### src/rtl/nwgsp_pkg.sv
package nwgsp_pkg;

    localparam int MaxLineDefault       = 255;
    localparam int KeptFieldsDefault    = 9;
    localparam int FractionDigitsDefault = 2;

    localparam logic [15:0] WIND_LIMIT_RESET   = 16'd20000;
    localparam logic [15:0] GROUND_LIMIT_RESET = 16'd10000;

    localparam logic [16:0] MS_TO_KN     = 17'd127392;
    localparam logic [16:0] KMH_TO_KN    = 17'd35387;
    localparam logic [15:0] FULL_CIRCLE  = 16'd36000;
    localparam logic [15:0] HALF_CIRCLE  = 16'd18000;

    localparam logic [0:0] CFG_WIND_LIMIT   = 1'd0;
    localparam logic [0:0] CFG_GROUND_LIMIT = 1'd1;

    typedef enum logic [2:0] {
        KIND_REJECT   = 3'd0,
        KIND_APPARENT = 3'd1,
        KIND_TRUE     = 3'd2,
        KIND_GROUND   = 3'd3,
        KIND_HEADING  = 3'd4
    } kind_t;

    typedef enum logic [2:0] {
        SRC_MWV = 3'd0,
        SRC_VWR = 3'd1,
        SRC_VWT = 3'd2,
        SRC_RMC = 3'd3,
        SRC_VTG = 3'd4,
        SRC_HDT = 3'd5,
        SRC_HDM = 3'd6
    } source_t;

    typedef enum logic [1:0] {
        NUM_LEADING  = 2'd0,
        NUM_INTEGER  = 2'd1,
        NUM_FRACTION = 2'd2,
        NUM_DONE     = 2'd3
    } num_phase_t;

    typedef struct packed {
        logic [7:0] char_byte;
        logic       end_of_line;
    } in_item_t;

    typedef struct packed {
        logic [2:0]  kind;
        logic [2:0]  source;
        logic [8:0]  wind_angle_deg;
        logic        speed_valid;
        logic [15:0] speed_centiknots;
        logic [15:0] course_centideg;
        logic [15:0] heading_centideg;
        logic [3:0]  seen_flags;
    } out_item_t;

    function automatic logic [7:0] to_upper(input logic [7:0] c);
        return (c >= "a" && c <= "z") ? c - 8'd32 : c;
    endfunction

    function automatic logic [15:0] sat16(input logic [19:0] v);
        return (v > 20'd65535) ? 16'hFFFF : v[15:0];
    endfunction

    // hex digit value, bit 4 set when the byte is not a hex digit
    function automatic logic [4:0] hex_value(input logic [7:0] c);
        logic [4:0] r;
        r = 5'h10;
        if (c >= "0" && c <= "9") r = {1'b0, c[3:0]};
        else if ((c >= "a" && c <= "f") || (c >= "A" && c <= "F"))
            r = {1'b0, c[3:0] + 4'd9};
        return r;
    endfunction

endpackage

### src/rtl/nmea_wind_gps_sentence_parser.sv
// nmea 0183 line parser for wind, ground track and heading sentences. characters
// arrive one per request with the last one flagged by end_of_line; one request is
// taken every cycle, and the input stalls only while a flagged character sits in the
// input register and the output register holds a result under stall. per-line
// state (checksum, header letters, per-field value in hundredths) is updated from
// the input register in a single pass; on the flagged character the sentence is
// decoded and one result request is loaded into the output register.
// configuration writes are meant for idle periods only.
module nmea_wind_gps_sentence_parser #(
    parameter int MAX_LINE        = nwgsp_pkg::MaxLineDefault,
    parameter int KEPT_FIELDS     = nwgsp_pkg::KeptFieldsDefault,
    parameter int FRACTION_DIGITS = nwgsp_pkg::FractionDigitsDefault
) (
    input  logic                 clk,
    input  logic                 rst_n,
    input  logic                 in_valid,
    output logic                 in_stall,
    input  nwgsp_pkg::in_item_t  in_data,
    output logic                 out_valid,
    input  logic                 out_stall,
    output nwgsp_pkg::out_item_t out_data,
    input  logic                 cfg_we,
    input  logic                 cfg_index,
    input  logic [15:0]          cfg_wdata
);
    import nwgsp_pkg::*;

    localparam int LenW = $clog2(MAX_LINE + 1);

    // input register
    logic       in_full_reg;
    in_item_t   in_item_reg;
    // output register
    logic       out_full_reg;
    out_item_t  out_item_reg;

    logic [15:0] wind_limit_reg;
    logic [15:0] ground_limit_reg;

    // line state
    logic [LenW-1:0] len_reg,  len_next;
    logic        stopped_reg, stopped_next;
    logic        dollar_reg,  dollar_next;
    logic [5:0][7:0] hdr_reg, hdr_next;
    logic [2:0]  hfill_reg, hfill_next;
    logic [7:0]  xor_reg, xor_next;
    logic [7:0]  xstar_reg, xstar_next;
    logic        star_reg, star_next;
    logic [7:0]  rcs_reg, rcs_next;
    logic [1:0]  hexcnt_reg, hexcnt_next;
    logic        hexstop_reg, hexstop_next;
    logic [3:0]  fidx_reg, fidx_next;
    logic        lcomma_reg, lcomma_next;
    logic [KEPT_FIELDS-1:0][15:0] fval_reg, fval_next;
    logic [KEPT_FIELDS-1:0]       fneg_reg, fneg_next;
    logic [KEPT_FIELDS-1:0][7:0]  ffirst_reg, ffirst_next;
    logic [1:0]  frac_reg, frac_next;
    num_phase_t  phase_reg, phase_next;
    logic [3:0]  seen_reg;

    logic        step;
    logic        emit;
    logic [7:0]  c;
    logic [4:0]  hv;
    logic [3:0]  d;
    logic        digit;
    logic [15:0] cur;
    logic [4:0]  field_count;
    logic        checksum_ok;
    out_item_t   eval_result;
    logic [3:0]  eval_seen;

    assign step     = in_full_reg;
    assign emit     = step && in_item_reg.end_of_line;
    // input stage moves when it is empty or its item can retire this cycle
    assign in_stall = in_full_reg && emit && out_full_reg && out_stall;
    assign out_valid = out_full_reg;
    assign out_data  = out_item_reg;
    assign c = in_item_reg.char_byte;

    always_comb
    begin
        len_next = len_reg; stopped_next = stopped_reg; dollar_next = dollar_reg;
        hdr_next = hdr_reg; hfill_next = hfill_reg; xor_next = xor_reg;
        xstar_next = xstar_reg; star_next = star_reg; rcs_next = rcs_reg;
        hexcnt_next = hexcnt_reg; hexstop_next = hexstop_reg; fidx_next = fidx_reg;
        lcomma_next = lcomma_reg; fval_next = fval_reg; fneg_next = fneg_reg;
        ffirst_next = ffirst_reg; frac_next = frac_reg; phase_next = phase_reg;
        hv = hex_value(c);
        d = c[3:0];
        digit = (c >= "0" && c <= "9");
        cur = 16'd0;
        if (!stopped_reg && len_reg < LenW'(MAX_LINE))
        begin
            if (c == 8'd0)
                stopped_next = 1'b1;
            else if (len_reg == '0)
            begin
                len_next = len_reg + 1'b1;
                dollar_next = (c == "$");
            end
            else
            begin
                len_next = len_reg + 1'b1;
                if (c == "*")
                begin
                    xstar_next = xor_reg; star_next = 1'b1;
                    hexcnt_next = 2'd0; rcs_next = 8'd0; hexstop_next = 1'b0;
                end
                else if (star_reg && hexcnt_reg < 2'd2)
                begin
                    hexcnt_next = hexcnt_reg + 2'd1;
                    if (hv[4]) hexstop_next = 1'b1;
                    else if (!hexstop_reg) rcs_next = {rcs_reg[3:0], hv[3:0]};
                end
                xor_next = xor_reg ^ c;
                if (c == ",")
                begin
                    if (fidx_reg != 4'd15) fidx_next = fidx_reg + 4'd1;
                    lcomma_next = 1'b1; frac_next = 2'd0; phase_next = NUM_LEADING;
                end
                else
                begin
                    lcomma_next = 1'b0;
                    if (fidx_reg == 4'd0 && hfill_reg < 3'd6)
                    begin
                        hdr_next[hfill_reg] = c;
                        hfill_next = hfill_reg + 3'd1;
                    end
                    for (int k = 0; k < KEPT_FIELDS; k++)
                    begin
                        if (fidx_reg == 4'(k))
                        begin
                            cur = fval_reg[k];
                            if (ffirst_reg[k] == 8'd0) ffirst_next[k] = c;
                            if (phase_reg == NUM_LEADING && c == " ")
                                ;
                            else if (phase_reg == NUM_LEADING && (c == "+" || c == "-"))
                            begin
                                fneg_next[k] = (c == "-");
                                phase_next = NUM_INTEGER;
                            end
                            else if (phase_reg == NUM_LEADING || phase_reg == NUM_INTEGER)
                            begin
                                if (digit)
                                begin
                                    fval_next[k] = sat16({4'd0, cur} * 20'd10
                                                         + {16'd0, d} * 20'd100);
                                    phase_next = NUM_INTEGER;
                                end
                                else if (c == ".") phase_next = NUM_FRACTION;
                                else phase_next = NUM_DONE;
                            end
                            else if (phase_reg == NUM_FRACTION)
                            begin
                                if (!digit) phase_next = NUM_DONE;
                                else
                                begin
                                    if (32'(frac_reg) < 32'(FRACTION_DIGITS) && frac_reg < 2'd2)
                                        fval_next[k] = sat16({4'd0, cur} + ((frac_reg == 2'd0) ?
                                            {16'd0, d} * 20'd10 : {16'd0, d}));
                                    if (frac_reg < 2'd3) frac_next = frac_reg + 2'd1;
                                end
                            end
                        end
                    end
                end
            end
        end
        field_count = {1'b0, fidx_next} + (lcomma_next ? 5'd0 : 5'd1);
        checksum_ok = !star_next || hexcnt_next < 2'd2 || xstar_next == rcs_next;
    end

    nwgsp_eval #(.KEPT_FIELDS(KEPT_FIELDS)) u_eval (
        .dollar_first       (dollar_next),
        .long_enough        (len_next >= LenW'(6)),
        .checksum_ok        (checksum_ok),
        .field_count        (field_count),
        .header_fill        (hfill_next),
        .header_letters     (hdr_next),
        .field_values       (fval_next),
        .field_negative     (fneg_next),
        .field_first        (ffirst_next),
        .wind_speed_limit   (wind_limit_reg),
        .ground_speed_limit (ground_limit_reg),
        .seen_in            (seen_reg),
        .result             (eval_result),
        .seen_out           (eval_seen)
    );

    // header letters carry no reset; only written entries are read
    always_ff @(posedge clk)
    begin
        if (step && !in_stall) hdr_reg <= hdr_next;
        if (!in_stall && in_valid) in_item_reg <= in_data;
        if (emit && !in_stall) out_item_reg <= eval_result;
    end

    always_ff @(posedge clk or negedge rst_n)
    begin
        if (!rst_n)
        begin
            in_full_reg <= 1'b0; out_full_reg <= 1'b0;
            wind_limit_reg <= WIND_LIMIT_RESET; ground_limit_reg <= GROUND_LIMIT_RESET;
            len_reg <= '0; stopped_reg <= 1'b0; dollar_reg <= 1'b0; hfill_reg <= 3'd0;
            xor_reg <= 8'd0; xstar_reg <= 8'd0; star_reg <= 1'b0; rcs_reg <= 8'd0;
            hexcnt_reg <= 2'd0; hexstop_reg <= 1'b0; fidx_reg <= 4'd0; lcomma_reg <= 1'b0;
            fval_reg <= '0; fneg_reg <= '0; ffirst_reg <= '0; frac_reg <= 2'd0;
            phase_reg <= NUM_LEADING; seen_reg <= 4'd0;
        end
        else
        begin
            if (cfg_we)
            begin
                if (cfg_index == CFG_WIND_LIMIT) wind_limit_reg <= cfg_wdata;
                if (cfg_index == CFG_GROUND_LIMIT) ground_limit_reg <= cfg_wdata;
            end
            if (!in_stall) in_full_reg <= in_valid;
            if (emit && !in_stall) out_full_reg <= 1'b1;
            else if (!out_stall) out_full_reg <= 1'b0;
            if (step && !in_stall)
            begin
                if (emit)
                begin
                    len_reg <= '0; stopped_reg <= 1'b0; dollar_reg <= 1'b0; hfill_reg <= 3'd0;
                    xor_reg <= 8'd0; xstar_reg <= 8'd0; star_reg <= 1'b0; rcs_reg <= 8'd0;
                    hexcnt_reg <= 2'd0; hexstop_reg <= 1'b0; fidx_reg <= 4'd0;
                    lcomma_reg <= 1'b0; fval_reg <= '0; fneg_reg <= '0; ffirst_reg <= '0;
                    frac_reg <= 2'd0; phase_reg <= NUM_LEADING; seen_reg <= eval_seen;
                end
                else
                begin
                    len_reg <= len_next; stopped_reg <= stopped_next;
                    dollar_reg <= dollar_next; hfill_reg <= hfill_next;
                    xor_reg <= xor_next; xstar_reg <= xstar_next; star_reg <= star_next;
                    rcs_reg <= rcs_next; hexcnt_reg <= hexcnt_next;
                    hexstop_reg <= hexstop_next; fidx_reg <= fidx_next;
                    lcomma_reg <= lcomma_next; fval_reg <= fval_next;
                    fneg_reg <= fneg_next; ffirst_reg <= ffirst_next;
                    frac_reg <= frac_next; phase_reg <= phase_next;
                end
            end
        end
    end

endmodule

### src/rtl/nwgsp_eval.sv
// decodes a finished line into one result item
module nwgsp_eval #(
    parameter int KEPT_FIELDS = nwgsp_pkg::KeptFieldsDefault
) (
    input  logic                     dollar_first,
    input  logic                     long_enough,
    input  logic                     checksum_ok,
    input  logic [4:0]               field_count,
    input  logic [2:0]               header_fill,
    input  logic [5:0][7:0]          header_letters,
    input  logic [KEPT_FIELDS-1:0][15:0] field_values,
    input  logic [KEPT_FIELDS-1:0]   field_negative,
    input  logic [KEPT_FIELDS-1:0][7:0] field_first,
    input  logic [15:0]              wind_speed_limit,
    input  logic [15:0]              ground_speed_limit,
    input  logic [3:0]               seen_in,
    output nwgsp_pkg::out_item_t     result,
    output logic [3:0]               seen_out
);
    import nwgsp_pkg::*;

    logic [7:0]  ref_letter;
    logic [7:0]  side_letter;
    logic        base_ok;
    logic        is_mwv, is_vwr, is_vwt, is_rmc, is_vtg, is_hdt, is_hdm;
    logic [15:0] angle_raw;
    logic        angle_pos;
    logic [16:0] angle_sum;
    logic [33:0] angle_prod;
    logic [8:0]  angle_round;
    logic [8:0]  angle_wrap;
    logic [8:0]  angle_side;
    logic [32:0] ms_prod;
    logic [32:0] kmh_prod;
    logic [15:0] ms_knots;
    logic [15:0] kmh_knots;

    function automatic logic hdr(input logic [2:0] fill, input logic [5:0][7:0] h,
                                 input logic [7:0] a, input logic [7:0] b,
                                 input logic [7:0] c);
        return (fill >= 3'd5 && h[2] == a && h[3] == b && h[4] == c) ||
               (fill >= 3'd6 && h[3] == a && h[4] == b && h[5] == c);
    endfunction

    function automatic logic nonneg(input logic neg, input logic [15:0] v);
        return !(neg && v != 16'd0);
    endfunction

    always_comb
    begin
        ref_letter  = to_upper(field_first[2]);
        side_letter = to_upper(field_first[2]);
        base_ok     = dollar_first && long_enough && checksum_ok;
        is_mwv = hdr(header_fill, header_letters, "M", "W", "V");
        is_vwr = hdr(header_fill, header_letters, "V", "W", "R");
        is_vwt = hdr(header_fill, header_letters, "V", "W", "T");
        is_rmc = hdr(header_fill, header_letters, "R", "M", "C");
        is_vtg = hdr(header_fill, header_letters, "V", "T", "G");
        is_hdt = hdr(header_fill, header_letters, "H", "D", "T");
        is_hdm = hdr(header_fill, header_letters, "H", "D", "M");

        angle_raw   = field_values[1];
        angle_pos   = nonneg(field_negative[1], field_values[1]);
        angle_sum   = {1'b0, angle_raw} + 17'd50;
        // divide by 100 as multiply by ceil(2^23 / 100) and shift, exact for sums up to 65585
        angle_prod  = {17'd0, angle_sum} * 34'd83887;
        angle_round = angle_prod[31:23];
        angle_wrap  = (angle_round >= 9'd360) ? angle_round - 9'd360 : angle_round;
        angle_side  = (side_letter == "L" && angle_round != 9'd0) ?
                      9'd360 - angle_round : angle_round;

        ms_prod   = {17'd0, field_values[5]} * {16'd0, MS_TO_KN};
        kmh_prod  = {17'd0, field_values[7]} * {16'd0, KMH_TO_KN};
        ms_knots  = (ms_prod[32:16] > 17'd65535) ? 16'hFFFF : ms_prod[31:16];
        kmh_knots = (kmh_prod[32:16] > 17'd65535) ? 16'hFFFF : kmh_prod[31:16];

        result   = '0;
        seen_out = seen_in;
        if (base_ok)
        begin
            priority if (field_count >= 5'd3 && is_mwv && (ref_letter == "R" || ref_letter == "T")
                         && angle_pos && angle_raw <= FULL_CIRCLE)
            begin
                result.kind           = (ref_letter == "R") ? KIND_APPARENT : KIND_TRUE;
                result.source         = SRC_MWV;
                result.wind_angle_deg = angle_wrap;
                if (field_count >= 5'd4 && nonneg(field_negative[3], field_values[3])
                    && field_values[3] < wind_speed_limit)
                begin
                    result.speed_valid      = 1'b1;
                    result.speed_centiknots = field_values[3];
                end
                seen_out = seen_in | ((ref_letter == "R") ? 4'd1 : 4'd2);
            end
            else if (field_count >= 5'd3 && is_vwr && angle_pos && angle_raw <= HALF_CIRCLE)
            begin
                result.kind           = KIND_APPARENT;
                result.source         = SRC_VWR;
                result.wind_angle_deg = angle_side;
                priority if (field_count >= 5'd5 && nonneg(field_negative[3], field_values[3])
                             && field_values[3] < wind_speed_limit
                             && to_upper(field_first[4]) == "N")
                begin
                    result.speed_valid      = 1'b1;
                    result.speed_centiknots = field_values[3];
                end
                else if (field_count >= 5'd7 && nonneg(field_negative[5], field_values[5])
                         && field_values[5] < wind_speed_limit
                         && to_upper(field_first[6]) == "M")
                begin
                    result.speed_valid      = 1'b1;
                    result.speed_centiknots = ms_knots;
                end
                else if (field_count >= 5'd9 && nonneg(field_negative[7], field_values[7])
                         && field_values[7] < wind_speed_limit
                         && to_upper(field_first[8]) == "K")
                begin
                    result.speed_valid      = 1'b1;
                    result.speed_centiknots = kmh_knots;
                end
                seen_out = seen_in | 4'd4;
            end
            else if (field_count >= 5'd3 && is_vwt && angle_pos && angle_raw <= HALF_CIRCLE)
            begin
                result.kind           = KIND_TRUE;
                result.source         = SRC_VWT;
                result.wind_angle_deg = angle_side;
                if (field_count >= 5'd4 && nonneg(field_negative[3], field_values[3])
                    && field_values[3] < wind_speed_limit)
                begin
                    result.speed_valid      = 1'b1;
                    result.speed_centiknots = field_values[3];
                end
                seen_out = seen_in | 4'd8;
            end
            else if (field_count >= 5'd9 && is_rmc && field_first[2] == "A"
                     && nonneg(field_negative[7], field_values[7])
                     && field_values[7] < ground_speed_limit
                     && nonneg(field_negative[8], field_values[8])
                     && field_values[8] <= FULL_CIRCLE)
            begin
                result.kind             = KIND_GROUND;
                result.source           = SRC_RMC;
                result.speed_valid      = 1'b1;
                result.speed_centiknots = field_values[7];
                result.course_centideg  = field_values[8];
            end
            else if (field_count >= 5'd8 && is_vtg && nonneg(field_negative[5], field_values[5])
                     && field_values[5] < ground_speed_limit
                     && angle_pos && angle_raw <= FULL_CIRCLE)
            begin
                result.kind             = KIND_GROUND;
                result.source           = SRC_VTG;
                result.speed_valid      = 1'b1;
                result.speed_centiknots = field_values[5];
                result.course_centideg  = field_values[1];
            end
            else if (field_count >= 5'd2 && is_hdt && angle_pos && angle_raw <= FULL_CIRCLE)
            begin
                result.kind             = KIND_HEADING;
                result.source           = SRC_HDT;
                result.heading_centideg = field_values[1];
            end
            else if (field_count >= 5'd2 && is_hdm && angle_pos && angle_raw <= FULL_CIRCLE)
            begin
                result.kind             = KIND_HEADING;
                result.source           = SRC_HDM;
                result.heading_centideg = field_values[1];
            end
            else
            begin
                result = '0;
            end
        end
        result.seen_flags = seen_out;
    end

endmodule

### config.mk
export PLATFORM = sky130hd
export DESIGN_NAME = nmea_wind_gps_sentence_parser
export DESIGN_NICKNAME = d
export VERILOG_FILES = /design/src/rtl/nwgsp_pkg.sv /design/src/rtl/nmea_wind_gps_sentence_parser.sv /design/src/rtl/nwgsp_eval.sv
export SDC_FILE = /design/constraint.sdc
export NUM_CORES = 2
export LEC_CHECK = 0
export BUFFER_PORTS_ARGS = -buffer_cell sky130_fd_sc_hd__buf_4
export CAP_MARGIN = 20
export CORE_MARGIN = 2
export CORE_UTILIZATION = 40
export CTS_BUF_LIST = sky130_fd_sc_hd__clkbuf_8 sky130_fd_sc_hd__clkbuf_16
export DETAILED_ROUTE_END_ITERATION = 7
export PLACE_DENSITY_LB_ADDON = 0.05
export RECOVER_POWER = 25
export SYNTH_ARGS = -nofsm -noshare
export SYNTH_HDL_FRONTEND = slang
export SYNTH_SLANG_ARGS = --single-unit
### constraint.sdc
create_clock -name clk -period 36.6 [get_ports clk]
set_input_delay 0 -clock clk [delete_from_list [all_inputs] [get_ports clk]]
set_output_delay 0 -clock clk [all_outputs]
set_load 0.03 [all_outputs]
Word level (Yosys, flattened, before mapping)
Index checks and enable logic that the tools add are counted.

Flip-flop bits (word level): 434. Bits in latches: 0. Memory bits (writable): 0. ROM bits: 0. Input port bits: 31. Memories: 0.

Add/sub/neg operators: 32. Multipliers: 14. Div/mod/pow operators: 0. Magnitude comparators: 61. Eq/ne operators: 59. Shift-type cells: 0. Multiplexer cells: 401. Bitwise gates (word level): 7. Reductions and logical operators: 180.

Operator list (count): 16-bit two-way mux (93); 144-bit two-way mux (5); 72-bit two-way mux (5); 8-bit two-way mux (44); 20-bit by 16-bit > comparator with 1-bit output (second input constant) (17); 2-bit two-way mux (160); 8-bit by 7-bit equality test with 1-bit output (second input constant) (32); 48-bit two-way mux (5); 20-bit by 11-bit adder with 20-bit output (9); 16-bit by 3-bit multiplier with 19-bit output (second input constant) (9); 16-bit by 20-bit adder with 20-bit output (8); 1-bit logical AND (99); 32-bit two-way mux (3); 8-bit logical NOT (11); 16-bit < comparator (5); 16-bit nonzero test (5); 17-bit two-way mux (4); 33-bit two-way mux (2); 9-bit two-way mux (7); 8-bit by 6-bit equality test with 1-bit output (second input constant) (7); 1-bit two-way mux (49); 48-bit bitwise mux (1); 8-bit by 7-bit >= comparator with 1-bit output (second input constant) (6); 8-bit by 7-bit less-or-equal comparator with 1-bit output (second input constant) (6); 69 further kinds (162).

Depth between registers and ports, before layout
Word-level depth: 81. Mapped depth: 54. Depth with buffers taken out: 51.

Modules after synthesis
From an unflattened synthesis, not the netlist that was laid out.

Cells, all modules: 6689. Area, all modules: 57906.8 µm².

Modules (own cells, without submodules): nmea_wind_gps_sentence_parser (times used 1, cells an instance 4522, area an instance 39116.3 µm²); nwgsp_eval (times used 1, cells an instance 2167, area an instance 18790.5 µm²).

Worst setup path before layout
OpenSTA, ideal clock, no wires.

Kind: register to register. Start point: reg in_item_reg (netlist bit c[1]). End point: reg out_item_reg (netlist bit out_data[61]), data pin. Arrival: 12.544 ns. Required time: 36.346 ns. Setup slack: 23.801 ns. Stages on the path, launching flop included: 50. Buffers on the path: 3. Clock period less this slack: 12.799 ns. Cells stage by stage: edfxtp_1 clkinv_1 ha_1 ha_1 fa_1 xor2_1 ha_1 o21a_1 o221a_2 o21ai_0 a2111oi_0 a211oi_1 or2_1 buf_2 a31o_2 a22oi_2 a31oi_1 or4_1 [... 14 more ...] inv_1 ha_1 a21oi_1 nor2b_1 o21ai_0 nor4bb_1 a211oi_1 o31ai_1 or4b_2 o311a_1 nand2_1 or4_1 nor3_1 or2_2 clkbuf_1 a211oi_1 o211ai_1 o21a_1.

Word-level cells in the longest chain between the ends: 24. Elaborated cells between the ends (all ways): 177. Classes of those cells: add/sub: 8; mul: 3; order compare: 18; eq/ne: 22; mux: 79; reduce/logical: 47.

RTL lines: start: declaration (RTL line nmea_wind_gps_sentence_parser.sv:32) `in_item_t in_item_reg;`; start signal: assignment (RTL line nmea_wind_gps_sentence_parser.sv:195) `if (!in_stall && in_valid) in_item_reg <= in_data;`; parallel branches: the longest is 24 deep, another holds 16-bit by 20-bit adder with 20-bit output; end signal: assignment (RTL line nmea_wind_gps_sentence_parser.sv:196) `if (emit && !in_stall) out_item_reg <= eval_result;`; end: declaration (RTL line nmea_wind_gps_sentence_parser.sv:35) `out_item_t out_item_reg;`.

Several ways; the timed one is not identified. The select of a mux whose other input is x is not followed. A chain may end at the register's enable or synchronous reset.

Worst setup path after layout
Start point: reg in_item_reg (netlist bit c[1]). End point: reg out_item_reg (netlist bit out_data[58]), data pin.

Same word-level chain as after synthesis.

==> flow_summary.toml <==
[clocking]
post_cts_buffers = 0
cts_max_path_buffers = 3
hold_buffers = 61
cts_made_buffers = 44
cts_resized = 0
cts_sinks = 314
h-tree-depth = 2
cts_root_buf = "clkbuf_16"
worstSkewPairLatency_ns = 0.66
cts.reportedPaths.clkPinSlew_ns = 0.06
tritoncts = "yes"

[sta]
hold_viol_final = 0
rsz0062_at_grt = "no"
setup_viol = 0
holdWs_ns = 0.120
fmax_ghz = 0.0646
period_needed_ns = 15.48
max_slew_margin_pct = -296
setup-tns-final_ns = 0
fin_skew_ns = 0.0795
final_max_slew_viol_count = 88
fin_crit_sh_pct = 42.3
worstMarginPinSlew_ns = 5.95

[run_status]
status = "complete, but fails checks"
violations = "max-capacitance violations, max-slew violations"

[power_and_ir_drop]
p_total_mw = 1.67
p_leak_nw = 24.2
power.density_mw_per_mm2 = 34.0
ir_drop_v = 0.0000347

[critical_path]
cp_slowest_cell = "nor2_1"
cpLargestDelayFamily = "adder cells"
cpPeakStageDelay_ns = 0.73
worstPathArrival_ns = 15.85
crit_type = "reg2reg"
cpMostUsedCell = "fa_1"
worst-path-max-fanout = 27
critPathBufInv = 8
required_ns = 36.98
start_kind = "flop"
endpoint_kind = "flop"

[cells_and_area]
multi_input_area_mm2 = 0.0329
areaGrowthSynthToFinish_pct = 10.7
final_layout_size_suffix_gt1_share_pct = 6.98
seqCellArea_mm2 = 0.00842
layout.nets = 6315
fill_cells = 11200
largest_register_ffs = 80

[logic_synthesis]
yosysTopAreaCellShare_pct = 20.6
yosys.area.top_type = "ha_1"
ys_ff_latch = 314
synth_edf_count = 109
synth_area_leaders = "ha_1, fa_1, dfrtp_1"
yosys_most_used_dff = "dfrtp_1"
yosysMostFrequentCell = "ha_1"
yosys-top-cells-count = "ha_1, inv_1, nand2_1, nor2_1, o21ai_0"
ys_types = 117
async_flop_share_pct = 65.3
synthCells = 5144
yosysWarnings = 0
synth.avg_cell_area_um2 = 8.64
syn-cell-area_mm2 = 0.0445
synth_fp_nets = 6169
seq_area_frac_synth_pct = 18.9

[global_routing]
grt-ovfl-total = 0
grt_pass1_vias = 38400
grt_usage_pct = 28.2
grt_max_degree = 88
grt_antenna_before_repair = 7
grt_pass1_wl_mm = 244

[placed_design]
globalplace.congestion = 0.928
place_hpwl_mm = 123
io_buffers = 100

[die]
core_mm2 = 0.111
start_util_pct = 40.2
io_pins = 101
die_h_um = 337
rows = 122
die_x_um = 337
die_area_mm2 = 0.114

[route]
routed_via_density = 5.75
drcViolationCount = 0
vias = 39200
drt-initial-drc-count = 2789
ant_nets = 0
routedWlPerCell_um = 23.6
routed_wl_mm = 161
dr.pass1.iters = 7

[job]
maxCapViolCount = 1

[worst_hold_path]
min_path_type = "in2reg"
[cell families (layout without fill, tap and decap cells)]
kind of cell    Yosys count  after routing  synth area share [%]
fa+ha+maj               994            994                  32.4
mux                      57             57                  1.37
simple gates           1393           1393                  15.6
xor+xnor                234            234                  4.64
other cells               0              1                     0
flops                   314            314                  18.9
compound gates         1328           1328                  19.9
buf+inv                 824           1006                  7.15
[worst reg2reg max path, delay by kind of cell (launching register included)]
family / cells / cell delay (ns)
and+or+nand+nor: 11 / 3.73
buffers and inverters: 8 / 1.76
AOI/OAI and AO/OA: 15 / 3.84
adders and majority gates: 11 / 4.66
DFF: 1 / 0.32
xor gates and xnor gates: 3 / 0.88
[stage by stage]
stage | worst slack [ns] | instances | cell area, µm² | util, %
2_1_floorplan | 23.80 | 5144 | 44500 | -
3_3_place_gp | 21.46 | 6668 | 47200 | 42.7
3_5_place_dp | 21.20 | 6668 | 47200 | 42.7
4_1_cts | 21.14 | 6811 | 49400 | 44.7
5_1_grt | 19.94 | 6814 | 49200 | 44.5
6_report | 21.12 | 6815 | 49200 | 44.5
[worst paths after layout]
check | from | endpoint | slack, ns | cells after the start
worst max-delay path | c[1]$_DFFE_PP_ | out_data[58]$_SDFFCE_PN0P_ | 21.12 | 48
worst min-delay path | in_data[7] | c[6]$_DFFE_PP_ | 0.12 | 2
worst max register to register | c[1]$_DFFE_PP_ | out_data[58]$_SDFFCE_PN0P_ | 21.12 | 48
worst min register to register | seen_reg[0]$_DFFE_PN0P_ | seen_reg[0]$_DFFE_PN0P_ | 0.45 | 1
max in group asynchronous | rst_n | ground_limit_reg[5]$_DFFE_PN0P_ | 31.13 | 2
min in group asynchronous | rst_n | fval_reg[140]$_DFFE_PN0P_ | 2.12 | 2
[cell usage in the layout (no fill, tap or decap), types with 31 or more instances in the layout]
cell | synthesis | final
mux2_2 | 31 | 31
o21a_1 | 64 | 64
nor2b_1 | 64 | 63
buf_4 | 6 | 131
o22ai_1 | 66 | 66
clkbuf_16 | 0 | 46
dlygate4sd3_1 | 0 | 61
a211oi_1 | 31 | 31
a31oi_1 | 54 | 54
and2_1 | 37 | 37
clkbuf_1 | 117 | 67
ha_1 | 732 | 732
a21o_1 | 84 | 84
or2_2 | 36 | 36
xnor2_1 | 143 | 143
and3_1 | 33 | 33
o31ai_1 | 32 | 31
fa_1 | 262 | 262
nor2_1 | 362 | 360
nor4_1 | 38 | 37
nor3_1 | 105 | 103
nand3_1 | 86 | 86
dfrtp_1 | 195 | 194
or3_1 | 42 | 42
inv_1 | 651 | 661
nand4_1 | 62 | 62
a21oi_1 | 294 | 293
a22o_1 | 43 | 43
nand2b_1 | 48 | 48
nand2_1 | 376 | 374
edfxtp_1 | 109 | 109
o21ai_0 | 311 | 309
xor2_1 | 89 | 89
[layout make-up]
type / instances / area share (%)
multi-input combinational: 4006 / 67.0
sequential: 314 / 17.1
inverter: 656 / 5.01
timing repair buffer: 268 / 3.89
tap: 1488 / 3.78
clock buffer: 52 / 2.51
clock inverter: 30 / 0.750
antenna: 1 / 0.00509
[power by group]
group / total, mW / internal, mW / switching [mW]
combinational: 0.755 / 0.279 / 0.476
sequential: 0.436 / 0.400 / 0.0359
clock: 0.481 / 0.285 / 0.196
[routing by layer]
| layer | vias up | wire [µm] | share of wire, % | global-route usage (%) |
|---|---|---|---|---|
| met5 | - | 50 | 0.031 | 0 |
| met4 | 6 | 3980 | 2.5 | 6.62 |
| met3 | 205 | 8650 | 5.4 | 3.32 |
| met2 | 1188 | 71100 | 44 | 44.7 |
| met1 | 19200 | 76900 | 48 | 40.8 |
| li1 | 18600 | - | - | - |
No activity file was read; power rests on OpenSTA's default activity.
